## src/sv/gae_pkg.sv

```systemverilog
// shared constants, types and factor helpers for the advantage estimator
package gae_pkg;

	// factor format: unsigned Q0.16 held in 17 bits so that 1.0 fits
	localparam int FACTOR_BITS = 16;
	localparam int FACTOR_W    = FACTOR_BITS + 1;
	localparam int CFG_INDEX_W = 2;
	localparam int CFG_DATA_W  = FACTOR_W;
	localparam int QUEUE_DEPTH = 2;

	typedef logic [FACTOR_W-1:0] factor_t;

	localparam factor_t FACTOR_ONE     = factor_t'(1 << FACTOR_BITS);
	localparam factor_t ROUND_HALF     = factor_t'(1 << (FACTOR_BITS - 1));
	localparam factor_t DISCOUNT_RESET = factor_t'(65208);
	localparam factor_t DECAY_RESET    = factor_t'(62259);

	// register indexes of the configuration port
	typedef enum logic [CFG_INDEX_W-1:0] {
		REG_DISCOUNT = 2'd0,
		REG_DECAY    = 2'd1
	} cfg_reg_t;

	typedef struct packed {
		factor_t discount;
		factor_t decay;
	} cfg_t;

	// factors above one are used as one
	function automatic factor_t clamp_factor(input factor_t f);
		return (f > FACTOR_ONE) ? FACTOR_ONE : f;
	endfunction

	// gamma * lambda in Q0.16, rounded half up
	function automatic factor_t product_factor(input factor_t g, input factor_t l);
		logic [2*FACTOR_W-1:0] p;
		p = {{FACTOR_W{1'b0}}, g} * {{FACTOR_W{1'b0}}, l};
		p = p + {{FACTOR_W{1'b0}}, ROUND_HALF};
		return p[FACTOR_BITS +: FACTOR_W];
	endfunction

	localparam factor_t GL_RESET = product_factor(DISCOUNT_RESET, DECAY_RESET);

endpackage

```

## src/sv/gae_in_if.sv

```systemverilog
// transition channel: one rollout transition per transaction
interface gae_in_if #(
	parameter int VALUE_WIDTH = 32
);
	logic                          valid;
	logic                          ready;
	logic signed [VALUE_WIDTH-1:0] reward;
	logic signed [VALUE_WIDTH-1:0] state_value;
	logic                          segment_start;
	logic signed [VALUE_WIDTH-1:0] bootstrap_value;

	modport source (
		output valid, reward, state_value, segment_start, bootstrap_value,
		input  ready
	);

	modport sink (
		input  valid, reward, state_value, segment_start, bootstrap_value,
		output ready
	);
endinterface

```

## src/sv/gae_out_if.sv

```systemverilog
// estimate channel: one advantage result per transaction
interface gae_out_if #(
	parameter int VALUE_WIDTH = 32
);
	logic                          valid;
	logic                          ready;
	logic signed [VALUE_WIDTH-1:0] advantage;
	logic signed [VALUE_WIDTH-1:0] target_value;
	logic                          overflow;

	modport source (
		output valid, advantage, target_value, overflow,
		input  ready
	);

	modport sink (
		input  valid, advantage, target_value, overflow,
		output ready
	);
endinterface

```

## src/sv/gae_advantage_estimator.sv

```systemverilog
// top level of the generalized advantage estimator
//
// transition channel (sink): reward, state_value, segment_start and
// bootstrap_value of one transition, newest transition first. A transition
// with segment_start set loads bootstrap_value as the next value and clears
// the running advantage before its own step.
// estimate channel (source): advantage, target_value and overflow, one
// transaction per transition, in order.
// configuration: cfg_wr_en, cfg_index, cfg_data write discount_factor
// (index 0) or trace_decay (index 1), Q0.16 with values above 1.0 used as 1.0;
// write only while no transition is in flight.
// throughput: one transition per cycle while the estimate channel accepts.
// The td error is formed as the transition is taken, a two-entry queue
// follows, and the advantage recurrence (one multiply and add on the running
// advantage, held in adv_s1) closes in the recurrence stage, whose result
// is offered on the estimate channel from the output register.
// reset: the queue and stages empty, the state values clear to zero and the
// factors return to their defaults. A stalled receiver fills the output
// register, the recurrence stage and then the queue, after which
// transition.ready drops; nothing is lost.
module gae_advantage_estimator
	import gae_pkg::*;
#(
	parameter int VALUE_WIDTH = 32
) (
	input  logic                   clk,
	input  logic                   arst_n,
	gae_in_if.sink                 transition,
	gae_out_if.source              estimate,
	input  logic                   cfg_wr_en,
	input  logic [CFG_INDEX_W-1:0] cfg_index,
	input  logic [CFG_DATA_W-1:0]  cfg_data
);

	localparam int ENTRY_W = 2 * VALUE_WIDTH + 2;

	cfg_t               cfg_q;
	logic               push_valid;
	logic               push_ready;
	logic [ENTRY_W-1:0] push_data;
	logic               pop_valid;
	logic               pop_ready;
	logic [ENTRY_W-1:0] pop_data;

	// configuration registers
	always_ff @(posedge clk or negedge arst_n) begin
		if (!arst_n) begin
			cfg_q.discount <= DISCOUNT_RESET;
			cfg_q.decay    <= DECAY_RESET;
		end else if (cfg_wr_en) begin
			case (cfg_index)
				REG_DISCOUNT: cfg_q.discount <= cfg_data;
				REG_DECAY:    cfg_q.decay    <= cfg_data;
				default:      cfg_q          <= cfg_q;
			endcase
		end
	end

	gae_front #(
		.VALUE_WIDTH (VALUE_WIDTH)
	) u_front (
		.clk        (clk),
		.arst_n     (arst_n),
		.transition (transition),
		.discount   (cfg_q.discount),
		.push_valid (push_valid),
		.push_ready (push_ready),
		.push_data  (push_data)
	);

	gae_fifo #(
		.WIDTH (ENTRY_W),
		.DEPTH (QUEUE_DEPTH)
	) u_fifo (
		.clk        (clk),
		.arst_n     (arst_n),
		.push_valid (push_valid),
		.push_ready (push_ready),
		.push_data  (push_data),
		.pop_valid  (pop_valid),
		.pop_ready  (pop_ready),
		.pop_data   (pop_data)
	);

	gae_back #(
		.VALUE_WIDTH (VALUE_WIDTH)
	) u_back (
		.clk       (clk),
		.arst_n    (arst_n),
		.cfg       (cfg_q),
		.pop_valid (pop_valid),
		.pop_ready (pop_ready),
		.pop_data  (pop_data),
		.estimate  (estimate)
	);

endmodule

```

## src/sv/gae_fifo.sv

```systemverilog
// short register queue between the front and back parts
module gae_fifo
	import gae_pkg::*;
#(
	parameter int WIDTH = 66,
	parameter int DEPTH = 2
) (
	input  logic             clk,
	input  logic             arst_n,
	input  logic             push_valid,
	output logic             push_ready,
	input  logic [WIDTH-1:0] push_data,
	output logic             pop_valid,
	input  logic             pop_ready,
	output logic [WIDTH-1:0] pop_data
);

	localparam int PTR_W = (DEPTH > 1) ? $clog2(DEPTH) : 1;
	localparam int CNT_W = $clog2(DEPTH + 1);

	logic [WIDTH-1:0] mem_q [DEPTH];
	logic [PTR_W-1:0] wr_ptr_q;
	logic [PTR_W-1:0] rd_ptr_q;
	logic [CNT_W-1:0] count_q;
	logic             push_fire;
	logic             pop_fire;

	// handshake status
	assign push_ready = (count_q != CNT_W'(DEPTH));
	assign pop_valid  = (count_q != '0);
	assign pop_data   = mem_q[rd_ptr_q];
	assign push_fire  = push_valid && push_ready;
	assign pop_fire   = pop_valid && pop_ready;

	// storage, no reset needed
	always_ff @(posedge clk) begin
		if (push_fire) begin
			mem_q[wr_ptr_q] <= push_data;
		end
	end

	// pointers and fill count
	always_ff @(posedge clk or negedge arst_n) begin
		if (!arst_n) begin
			wr_ptr_q <= '0;
			rd_ptr_q <= '0;
			count_q  <= '0;
		end else begin
			if (push_fire) begin
				wr_ptr_q <= (wr_ptr_q == PTR_W'(DEPTH - 1)) ? '0 : wr_ptr_q + 1'b1;
			end
			if (pop_fire) begin
				rd_ptr_q <= (rd_ptr_q == PTR_W'(DEPTH - 1)) ? '0 : rd_ptr_q + 1'b1;
			end
			if (push_fire && !pop_fire) begin
				count_q <= count_q + 1'b1;
			end else if (pop_fire && !push_fire) begin
				count_q <= count_q - 1'b1;
			end
		end
	end

	a_count_bound: assert property (@(posedge clk) disable iff (!arst_n)
		count_q <= CNT_W'(DEPTH))
		else $error("queue fill count beyond depth");

	a_pop_only_drains: assert property (@(posedge clk) disable iff (!arst_n)
		pop_fire && !push_fire |=> count_q == $past(count_q) - 1'b1)
		else $error("queue count not reduced after a pop");

	a_push_shows: assert property (@(posedge clk) disable iff (!arst_n)
		push_fire && !pop_fire |=> pop_valid)
		else $error("pushed transaction not visible at the read side");

endmodule

```

## src/sv/gae_front.sv

```systemverilog
// front part: takes transitions, tracks the next value and forms the td error
module gae_front
	import gae_pkg::*;
#(
	parameter int VALUE_WIDTH = 32
) (
	input  logic                       clk,
	input  logic                       arst_n,
	gae_in_if.sink                     transition,
	input  factor_t                    discount,
	output logic                       push_valid,
	input  logic                       push_ready,
	output logic [2*VALUE_WIDTH+1:0]   push_data
);

	localparam int W  = VALUE_WIDTH;
	localparam int PW = W + FACTOR_W + 1;
	localparam int SW = W + 3;
	localparam logic [W-1:0] VAL_MAX = {1'b0, {(W-1){1'b1}}};
	localparam logic [W-1:0] VAL_MIN = {1'b1, {(W-1){1'b0}}};

	logic [W-1:0]    later_val_q;
	logic [W-1:0]    later_val;
	factor_t         gamma;
	logic [PW-1:0]   prod;
	logic [PW-1:0]   prod_rnd;
	logic [W+1:0]    scaled;
	logic [SW-1:0]   delta_sum;
	logic [W-1:0]    delta;
	logic            delta_ovf;
	logic            accept;

	assign transition.ready = push_ready;
	assign push_valid       = transition.valid;
	assign accept           = transition.valid && transition.ready;

	// td error: reward + gamma * next value - state value, saturated
	always_comb begin
		gamma      = clamp_factor(discount);
		later_val  = transition.segment_start ? transition.bootstrap_value : later_val_q;
		prod       = {{(FACTOR_W+1){later_val[W-1]}}, later_val}
			* {{(W+1){1'b0}}, gamma};
		prod_rnd   = prod + {{(PW-FACTOR_W){1'b0}}, ROUND_HALF};
		scaled     = prod_rnd[PW-1:FACTOR_BITS];
		delta_sum  = {{3{transition.reward[W-1]}}, transition.reward}
			+ {scaled[W+1], scaled}
			- {{3{transition.state_value[W-1]}}, transition.state_value};
		delta_ovf  = !((&delta_sum[SW-1:W-1]) || !(|delta_sum[SW-1:W-1]));
		if (delta_ovf) begin
			delta = delta_sum[SW-1] ? VAL_MIN : VAL_MAX;
		end else begin
			delta = delta_sum[W-1:0];
		end
	end

	// queue entry: start, delta overflow, state value, delta
	assign push_data = {transition.segment_start, delta_ovf, transition.state_value, delta};

	// value of the later transition for the next step
	always_ff @(posedge clk or negedge arst_n) begin
		if (!arst_n) begin
			later_val_q <= '0;
		end else if (accept) begin
			later_val_q <= transition.state_value;
		end
	end

endmodule

```

## src/sv/gae_back.sv

```systemverilog
// back part: advantage recurrence, value target and output register
module gae_back
	import gae_pkg::*;
#(
	parameter int VALUE_WIDTH = 32
) (
	input  logic                       clk,
	input  logic                       arst_n,
	input  cfg_t                       cfg,
	input  logic                       pop_valid,
	output logic                       pop_ready,
	input  logic [2*VALUE_WIDTH+1:0]   pop_data,
	gae_out_if.source                  estimate
);

	localparam int W  = VALUE_WIDTH;
	localparam int PW = W + FACTOR_W + 1;
	localparam int SW = W + 3;
	localparam logic [W-1:0] VAL_MAX = {1'b0, {(W-1){1'b1}}};
	localparam logic [W-1:0] VAL_MIN = {1'b1, {(W-1){1'b0}}};

	factor_t         gl_q;
	logic            pop_start;
	logic            pop_delta_ovf;
	logic [W-1:0]    pop_value;
	logic [W-1:0]    pop_delta;
	logic            pop_fire;

	logic            vld_s1;
	logic [W-1:0]    adv_s1;
	logic [W-1:0]    value_s1;
	logic            ovf_s1;

	logic            vld_s2;
	logic [W-1:0]    adv_s2;
	logic [W-1:0]    target_s2;
	logic            ovf_s2;

	logic            s1_free;
	logic            s2_free;
	logic [W-1:0]    running;
	logic [PW-1:0]   prod;
	logic [PW-1:0]   prod_rnd;
	logic [W+1:0]    scaled;
	logic [SW-1:0]   adv_sum;
	logic [W-1:0]    adv_new;
	logic            adv_ovf;
	logic [W:0]      tgt_sum;
	logic [W-1:0]    tgt_new;
	logic            tgt_ovf;

	assign {pop_start, pop_delta_ovf, pop_value, pop_delta} = pop_data;

	// stage flow
	assign s2_free   = !vld_s2 || estimate.ready;
	assign s1_free   = !vld_s1 || s2_free;
	assign pop_ready = s1_free;
	assign pop_fire  = pop_valid && pop_ready;

	// combined decay factor, refreshed every cycle from the registers
	always_ff @(posedge clk or negedge arst_n) begin
		if (!arst_n) begin
			gl_q <= GL_RESET;
		end else begin
			gl_q <= product_factor(clamp_factor(cfg.discount), clamp_factor(cfg.decay));
		end
	end

	// advantage: delta + gamma*lambda * running advantage, saturated
	always_comb begin
		running  = pop_start ? '0 : adv_s1;
		prod     = {{(FACTOR_W+1){running[W-1]}}, running} * {{(W+1){1'b0}}, gl_q};
		prod_rnd = prod + {{(PW-FACTOR_W){1'b0}}, ROUND_HALF};
		scaled   = prod_rnd[PW-1:FACTOR_BITS];
		adv_sum  = {{3{pop_delta[W-1]}}, pop_delta} + {scaled[W+1], scaled};
		adv_ovf  = !((&adv_sum[SW-1:W-1]) || !(|adv_sum[SW-1:W-1]));
		if (adv_ovf) begin
			adv_new = adv_sum[SW-1] ? VAL_MIN : VAL_MAX;
		end else begin
			adv_new = adv_sum[W-1:0];
		end
	end

	// value target: advantage + state value, saturated
	always_comb begin
		tgt_sum = {adv_s1[W-1], adv_s1} + {value_s1[W-1], value_s1};
		tgt_ovf = (tgt_sum[W] != tgt_sum[W-1]);
		if (tgt_ovf) begin
			tgt_new = tgt_sum[W] ? VAL_MIN : VAL_MAX;
		end else begin
			tgt_new = tgt_sum[W-1:0];
		end
	end

	// recurrence stage; adv_s1 also holds the running advantage
	always_ff @(posedge clk or negedge arst_n) begin
		if (!arst_n) begin
			vld_s1 <= 1'b0;
			adv_s1 <= '0;
		end else begin
			if (s1_free) begin
				vld_s1 <= pop_valid;
			end
			if (pop_fire) begin
				adv_s1 <= adv_new;
			end
		end
	end

	always_ff @(posedge clk) begin
		if (pop_fire) begin
			value_s1 <= pop_value;
			ovf_s1   <= pop_delta_ovf || adv_ovf;
		end
	end

	// output register
	always_ff @(posedge clk or negedge arst_n) begin
		if (!arst_n) begin
			vld_s2 <= 1'b0;
		end else if (s2_free) begin
			vld_s2 <= vld_s1;
		end
	end

	always_ff @(posedge clk) begin
		if (vld_s1 && s2_free) begin
			adv_s2    <= adv_s1;
			target_s2 <= tgt_new;
			ovf_s2    <= ovf_s1 || tgt_ovf;
		end
	end

	assign estimate.valid        = vld_s2;
	assign estimate.advantage    = adv_s2;
	assign estimate.target_value = target_s2;
	assign estimate.overflow     = ovf_s2;

	a_gl_bound: assert property (@(posedge clk) disable iff (!arst_n)
		gl_q <= FACTOR_ONE)
		else $error("combined decay factor above one");

	a_s1_holds: assert property (@(posedge clk) disable iff (!arst_n)
		vld_s1 && !s2_free |=> vld_s1 && $stable(adv_s1))
		else $error("recurrence stage lost a transaction under stall");

	a_start_clears: assert property (@(posedge clk) disable iff (!arst_n)
		pop_fire && pop_start |=> adv_s1 == $past(pop_delta))
		else $error("segment start did not clear the running advantage");

endmodule

```

## src/flat_wrapper.sv

```systemverilog
// flat-port wrapper written by rule: the top's interface ports become plain ports
module gae_advantage_estimator_flat import gae_pkg::*;
#(
	parameter int VALUE_WIDTH = 32
)
  (clk, arst_n, cfg_wr_en, cfg_index, cfg_data, transition_valid, transition_reward, transition_state_value, transition_segment_start, transition_bootstrap_value, transition_ready, estimate_valid, estimate_advantage, estimate_target_value, estimate_overflow, estimate_ready);
  gae_in_if #(.VALUE_WIDTH(VALUE_WIDTH)) transition_i ();
  gae_out_if #(.VALUE_WIDTH(VALUE_WIDTH)) estimate_i ();
  input  logic clk;
  input  logic arst_n;
  input  logic cfg_wr_en;
  input  logic [CFG_INDEX_W-1:0] cfg_index;
  input  logic [CFG_DATA_W-1:0] cfg_data;
  input wire logic [$bits(transition_i.valid)-1:0] transition_valid;
  input wire logic [$bits(transition_i.reward)-1:0] transition_reward;
  input wire logic [$bits(transition_i.state_value)-1:0] transition_state_value;
  input wire logic [$bits(transition_i.segment_start)-1:0] transition_segment_start;
  input wire logic [$bits(transition_i.bootstrap_value)-1:0] transition_bootstrap_value;
  output wire logic [$bits(transition_i.ready)-1:0] transition_ready;
  output wire logic [$bits(estimate_i.valid)-1:0] estimate_valid;
  output wire logic [$bits(estimate_i.advantage)-1:0] estimate_advantage;
  output wire logic [$bits(estimate_i.target_value)-1:0] estimate_target_value;
  output wire logic [$bits(estimate_i.overflow)-1:0] estimate_overflow;
  input wire logic [$bits(estimate_i.ready)-1:0] estimate_ready;
  assign transition_i.valid = transition_valid;
  assign transition_i.reward = transition_reward;
  assign transition_i.state_value = transition_state_value;
  assign transition_i.segment_start = transition_segment_start;
  assign transition_i.bootstrap_value = transition_bootstrap_value;
  assign transition_ready = transition_i.ready;
  assign estimate_valid = estimate_i.valid;
  assign estimate_advantage = estimate_i.advantage;
  assign estimate_target_value = estimate_i.target_value;
  assign estimate_overflow = estimate_i.overflow;
  assign estimate_i.ready = estimate_ready;
  gae_advantage_estimator #(.VALUE_WIDTH(VALUE_WIDTH)) u_core (.clk(clk), .arst_n(arst_n), .transition(transition_i), .estimate(estimate_i), .cfg_wr_en(cfg_wr_en), .cfg_index(cfg_index), .cfg_data(cfg_data));
endmodule
```

## config.mk

```make
export PLATFORM = sky130hd
export DESIGN_NAME = gae_advantage_estimator_flat
export DESIGN_NICKNAME = d
export VERILOG_FILES = /design/src/sv/gae_pkg.sv /design/src/sv/gae_in_if.sv /design/src/sv/gae_out_if.sv /design/src/sv/gae_advantage_estimator.sv /design/src/sv/gae_fifo.sv /design/src/sv/gae_front.sv /design/src/sv/gae_back.sv /design/src/flat_wrapper.sv
export SDC_FILE = /design/constraint.sdc
export NUM_CORES = 2
export LEC_CHECK = 0
export ABC_AREA = 1
export BUFFER_PORTS_ARGS = -buffer_cell sky130_fd_sc_hd__buf_2
export CAP_MARGIN = 20
export CORE_MARGIN = 3
export CORE_UTILIZATION = 41
export CTS_CLUSTER_DIAMETER = 120
export DETAILED_ROUTE_END_ITERATION = 16
export HOLD_SLACK_MARGIN = 0.15
export SLEW_MARGIN = 20
export SYNTH_ARGS = -nofsm -noshare
export SYNTH_HDL_FRONTEND = slang
export SYNTH_SLANG_ARGS = --single-unit
```

## constraint.sdc

```tcl
create_clock -name clk -period 11.7 [get_ports clk]
set_input_delay 2.34 -clock clk [delete_from_list [all_inputs] [get_ports clk]]
set_output_delay 2.34 -clock clk [all_outputs]
set_load 0.02 [all_outputs]
```

# [Word level (Yosys, flattened, before mapping)]
# Memories as Yosys holds them, arrays and structs flattened.
# Index checks and enable logic that the tools add are counted.
[word_totals] reg_bits=219 ramBits=132 input_bits=121 out_inout_bits=67 elab_cells=79 n_memories=1
[mem_list] name="u_core.u_fifo.mem_q" depth=2 word_bits=66 read_ports=1 rd_ports_with_merged_regs=0 wr=1 line="gae_fifo.sv:21" rtl="logic [WIDTH-1:0] mem_q [DEPTH];"
[op_classes] n_addsub=11 mul=3 magnitude_cmp=2 eq_ne=3 muxes=16 reduce_logical=28
[op_table] operator="$mux 32" n=8
[op_table] operator="$add 50x16->50 const B" n=2
[op_table] operator="$mul 32x18->50" n=2
[op_table] operator="$add 32x34->35" n=2
[op_table] operator="$sub 35x35->35" n=1
[op_table] operator="$gt 17x17->1 const B" n=2
[op_table] operator="$mux 17" n=2
[op_table] operator="$add 32x32->33" n=1
[op_table] operator="$add 33x16->33 const B" n=1
[op_table] operator="$mul 17x17->33" n=1
[op_table] operator="$logic_not 1->1" n=8
[op_table] operator="$reduce_and 4->1" n=2
[op_table] operator="$reduce_or 4->1" n=2
[op_table] operator="$logic_or 1x1->1" n=6
[op_table] operator="$logic_and 1x1->1" n=5
[op_table] operator="$mux 1" n=4
[op_table] operator="$mux 2" n=2
[op_table] operator="$reduce_and 2->1" n=2
[op_table] operator="$reduce_bool 2->1" n=2
[op_table] operator="$add 1x1->1 const B" n=2
[op_table] operator="$add 2x1->2 const B" n=1
[op_table] operator="$eq 2x1->1 const B" n=1
[op_table] operator="$logic_not 2->1" n=1
[op_table] operator="$ne 2x2->1 const B" n=1
[op_table] operator="2 further kinds" n=2

# [Depth between registers and ports, before layout]
[depth] word_depth=10 mapped_depth=54 ltp_nobuf=52

# [Modules after synthesis]
# Synthesis repeated with hierarchy kept, for this count alone.
[unflattened] hier_cells=8613 area_unflattened_um2=69624.3
[by_module_without_submodules] module="gae_back" instances=1 cells_per_inst=4829 area_per_inst_um2=38409.3 seq_area_each_um2=4234.1
[by_module_without_submodules] module="gae_front" instances=1 cells_per_inst=3260 area_per_inst_um2=24727.5 seq_area_each_um2=800.8
[by_module_without_submodules] module="gae_fifo" instances=1 cells_per_inst=374 area_per_inst_um2=5036.1 seq_area_each_um2=4063.9
[by_module_without_submodules] module="gae_advantage_estimator" instances=1 cells_per_inst=150 area_per_inst_um2=1451.4 seq_area_each_um2=877.1

# [Worst setup path before layout]
# Ideal clock, no wire load.
[synth_path] path_kind="in2reg" start="input transition_segment_start" end="memory u_core.u_fifo.mem_q[0][10] (data pin)" setup_ns=0.257 arrival_ns=10.244 t_required_ns=11.443 setup_slack_ns=1.198 stages=43 n_path_buf=3 cell_sequence="buf_2 o21ai_0 inv_1 clkbuf_1 nor2_1 inv_1 fa_1 inv_1 fa_1 inv_1 fa_1 inv_1 fa_1 fa_1 inv_1 fa_1 inv_1 ha_1 [7 not listed] nand2_1 nand3_1 nand2_1 fa_1 inv_1 ha_1 inv_1 nor3_2 nand2_1 nor3_2 nand4_1 nand3_1 nand2_1 nand2_1 nand3_2 nand3_2 buf_4 nand2_1"
[synth_via] elab_chain_cells=9 elab_cells_between_ends=11 cone_classes="3 x add/sub; 1 x mul; 3 x mux; 4 x reduce/logical"
[synth_lines] item="start, declared" line="flat_wrapper.sv:17" rtl="input wire logic [$bits(transition_i.segment_start)-1:0] transition_segment_start;"
[synth_lines] item="$mux 32 (*)" line="gae_front.sv:40" rtl="later_val = transition.segment_start ? transition.bootstrap_value : later_val_q;"
[synth_lines] item="$mul 32x18->50 (*)" line="gae_front.sv:42" rtl="* {{(W+1){1'b0}}, gamma};"
[synth_lines] item="$add 50x16->50 (*)" line="gae_front.sv:43" rtl="prod_rnd = prod + {{(PW-FACTOR_W){1'b0}}, ROUND_HALF};"
[synth_lines] item="$add 32x34->35 (*)" line="gae_front.sv:46" rtl="+ {scaled[W+1], scaled}"
[synth_lines] item="$sub 35x35->35 (*)" line="gae_front.sv:47" rtl="- {{3{transition.state_value[W-1]}}, transition.state_value};"
[synth_lines] item="$reduce_or 4->1" line="gae_front.sv:48" rtl="delta_ovf = !((&delta_sum[SW-1:W-1]) || !(|delta_sum[SW-1:W-1]));"
[synth_lines] item="$logic_not 1->1" line="gae_front.sv:48"
[synth_lines] item="$logic_or 1x1->1" line="gae_front.sv:48"
[synth_lines] item="$mux 32 (*)" line="gae_front.sv:49" rtl="if (delta_ovf) begin"
[synth_lines] item="via u_core.push_data[10]" line="gae_advantage_estimator.sv:40" rtl="logic [ENTRY_W-1:0] push_data;"
[synth_lines] item="end, declared" line="gae_fifo.sv:21"
# Mark *: on every way through the listed nets, which the timed path passes. The rest lies on a longest branch.

# [Worst setup path in the final report]
[layout_path] start="input transition_segment_start" end="memory u_core.u_fifo.mem_q[1][8] (data pin)"
# Same word-level chain as after synthesis.

==> impl_metrics.toml <==
[outcome]
status = "finished, final reports clean"

[timing]
setup_slack_ns = 0.4897
finalMaxSlewViolations = 0
max_freq_mhz = 89.20
max_slew_margin_pct = 24.29
tns_ns = 0
setup_viol = 0
hold_violations = 0
fin_crit_ns = 11.21
rsz0062_at_grt = "no"
fin_crit_sh_pct = 95.81
fin_skew_ns = 0.04621
tightest_slew_ns = 1.134

[worst_setup_path]
cpMaxStageDelayCell = "fa_1"
critical_path_required_ns = 12.04
crit_type = "input pin to flop"
worst_path_largest_cell_delay_ns = 0.55
cp_common_cell = "inv_1"
arrival_ns = 11.55
cp-start-kind = "input pin"
critPathCaptureType = "flop"
critPathMaxFanout = 31

[synth]
avgSynthCellArea_um2 = 8.076
synthTopCellsByArea = "fa_1 (38%), nand2_1 (11%), inv_1 (11%)"
yosys_warnings = 0
ys_seq_area_share_pct = 14.43
synth_top_area_share_pct = 37.60
synth_cells = 8563
yosysTopAreaCell = "fa_1"
yosysUniqueCellTypes = 58
synth_edf_count = 230
synth_commonest_cells = "nand2_1 (2002), inv_1 (1989), fa_1 (1299)"
ys_ff_latch = 351
synth_ff_type = "edfxtp_1"
yosysMostFrequentCell = "nand2_1"
syn-cell-area_mm2 = 0.06916
synth_nets = 10491
async_flop_share_pct = 34.47

[floorplan]
start_util_pct = 41.31
boundaryPins = 188
coreArea_mm2 = 0.1674
die_w_um = 416.7
dieArea_mm2 = 0.1736
die_y_um = 416.7
row_count = 150

[routing]
avgRoutedWirePerCell_um = 20.27
first_pass_iters = 7
drt_wl_total_um = 222600
drtIter0Drc = 4142
vias = 56074
drc = 0
antenna_left = 0
routed_via_density = 5.107

[worst_hold_path]
hold_class = "flop to flop"

[cts]
cts_setup_buffers = 0
hold_buffers = 0
cts_buffers = 41
cts.reportedPaths.clkPinSlew_ns = 0.06
cts-root-buf = "clkbuf_16"
cts_resized = 0
htreeDepth = 2
cts_tree = "yes"
cts_buffer_depth = 3
cts_sinks = 351
clk_latency_ns = 0.63

[placement]
post-dp-hpwl_um = 189700
io_buffer_count = 187
dp_slack_ns = -0.1789
finalWeightedCongestion = 0.9745

[cells_and_area]
fill_cells = 16787
drive_gt1_share_pct = 6.509
nets = 10668
area_delta_synth_final_pct = 8.129

[job]
max_cap_viol_count = 0

[grt]
grt_pass1_wl_um = 348400
gr-total-overflow = 0
antenna_found_initial = 7
grtUsageTotal_pct = 25.99
grt_max_degree = 67
grt_pass1_vias = 59238
==> through the flow <==
stage | cells | instance area (µm²) | hold slack, ns | utilization [%]
after global placement | 10896 | 73320 | 0.4702 | 43.79
final | 10979 | 74780 | 0.4884 | 44.67
after detailed placement | 10899 | 73380 | 0.4759 | 43.83
after CTS | 10975 | 74740 | 0.4910 | 44.64
after global routing | 10978 | 74780 | 0.5108 | 44.67
after floorplan | 8563 | 69160 | 0.4471 | -
==> area by class of cell <==
class                   instances  area (µm²)  share of cell area, %
clock buffers                  57        1136                  1.519
clock inverters                19       224.0                 0.2995
diodes                          2       5.005               0.006693
repair buffers                382        2494                  3.335
inverters                    2026        7606                  10.17
well taps                    2204        2758                  3.688
multi-input cells            5938       50580                  67.64
flip-flops and latches        351        9977                  13.34
==> state kept, by name, summed over array words and instances, names as in the netlist, 2 cells and up <==
| name | flops |
|---|---|
| u_core.u_fifo.mem_q | 132 |
| u_core.cfg_q | 34 |
| u_core.u_back.adv_s1 | 32 |
| u_core.u_back.estimate.advantage | 32 |
| u_core.u_back.estimate.target_value | 32 |
| u_core.u_back.value_s1 | 32 |
| u_core.u_front.later_val_q | 32 |
| u_core.u_back.gl_q | 17 |
| u_core.u_fifo.count_q | 2 |
==> cell families (layout without fill, tap and decap cells) <==
group	Yosys count	after routing	synth area share (%)
AOI/OAI and AO/OA	666	666	5.359
xor gates and xnor gates	164	164	2.077
adders and majority gates	1807	1807	46.79
buffers and inverters	2274	2484	12.53
DFF	351	351	14.43
other	0	2	0
and+or+nand+nor	3301	3301	18.81
==> worst paths after layout <==
path / startpoint / endpoint / slack, ns / cells after the start
min in group asynchronous: arst_n / u_core.u_front.later_val_q[26]$_DFFE_PN0P_ / 1.77 / 1
min: u_core.cfg_q[7]$_DFFE_PN0P_ / u_core.cfg_q[7]$_DFFE_PN0P_ / 0.49 / 2
max: transition_segment_start / u_core.u_fifo.mem_q[1][8]$_DFFE_PP_ / 0.49 / 40
max in group asynchronous: arst_n / u_core.u_back.adv_s1[23]$_DFFE_PN0P_ / 8.50 / 2
max reg2reg: u_core.cfg_q[31]$_DFFE_PN1P_ / u_core.u_fifo.mem_q[1][8]$_DFFE_PP_ / 1.12 / 42
min reg2reg: u_core.cfg_q[7]$_DFFE_PN0P_ / u_core.cfg_q[7]$_DFFE_PN0P_ / 0.49 / 2
==> per-layer routing <==
layer / GRT usage [%] / part of all wire, % / up-vias / wire [µm]
met3: 3.037 / 6.1 / 360 / 13590
met1: 35.42 / 43 / 28125 / 96030
met5: 0 / 0 / - / 0
li1: - / - / 25746 / -
met4: 9.060 / 4.1 / 0 / 9189
met2: 43.01 / 47 / 1843 / 103800
==> cell usage in the layout (no fill, tap or decap), types with 20 or more instances in the layout <==
cell and n:
nand2_1 2001, inv_1 1985, fa_1 1299, nor2_1 986, ha_1 508, a21oi_1 263, edfxtp_1 230, o21ai_0 217
buf_4 188, buf_2 185, nand3_1 151, xor2_1 103, dfrtp_1 87, xnor2_1 61, nor3_1 42, clkbuf_16 41
a31oi_1 37, nand4_1 35, dfstp_2 33, o21ai_1 31, a21o_1 24, o21bai_1 23, o21a_1 23, clkinv_1 21
inv_2 20
==> worst max-delay path, delay by kind of cell <==
| family | cells | cell delay [ns] |
|---|---|---|
| AND/OR/NAND/NOR | 12 | 1.56 |
| adder cells (fa/ha/maj) | 9 | 4.16 |
| buffers and inverters | 12 | 1.60 |
| XOR/XNOR | 1 | 0.16 |
| AO/OA/AOI/OAI | 6 | 1.66 |
Power is not shown: default switching activity piles up to over one toggle a cycle in this logic, so the estimate is an artifact.
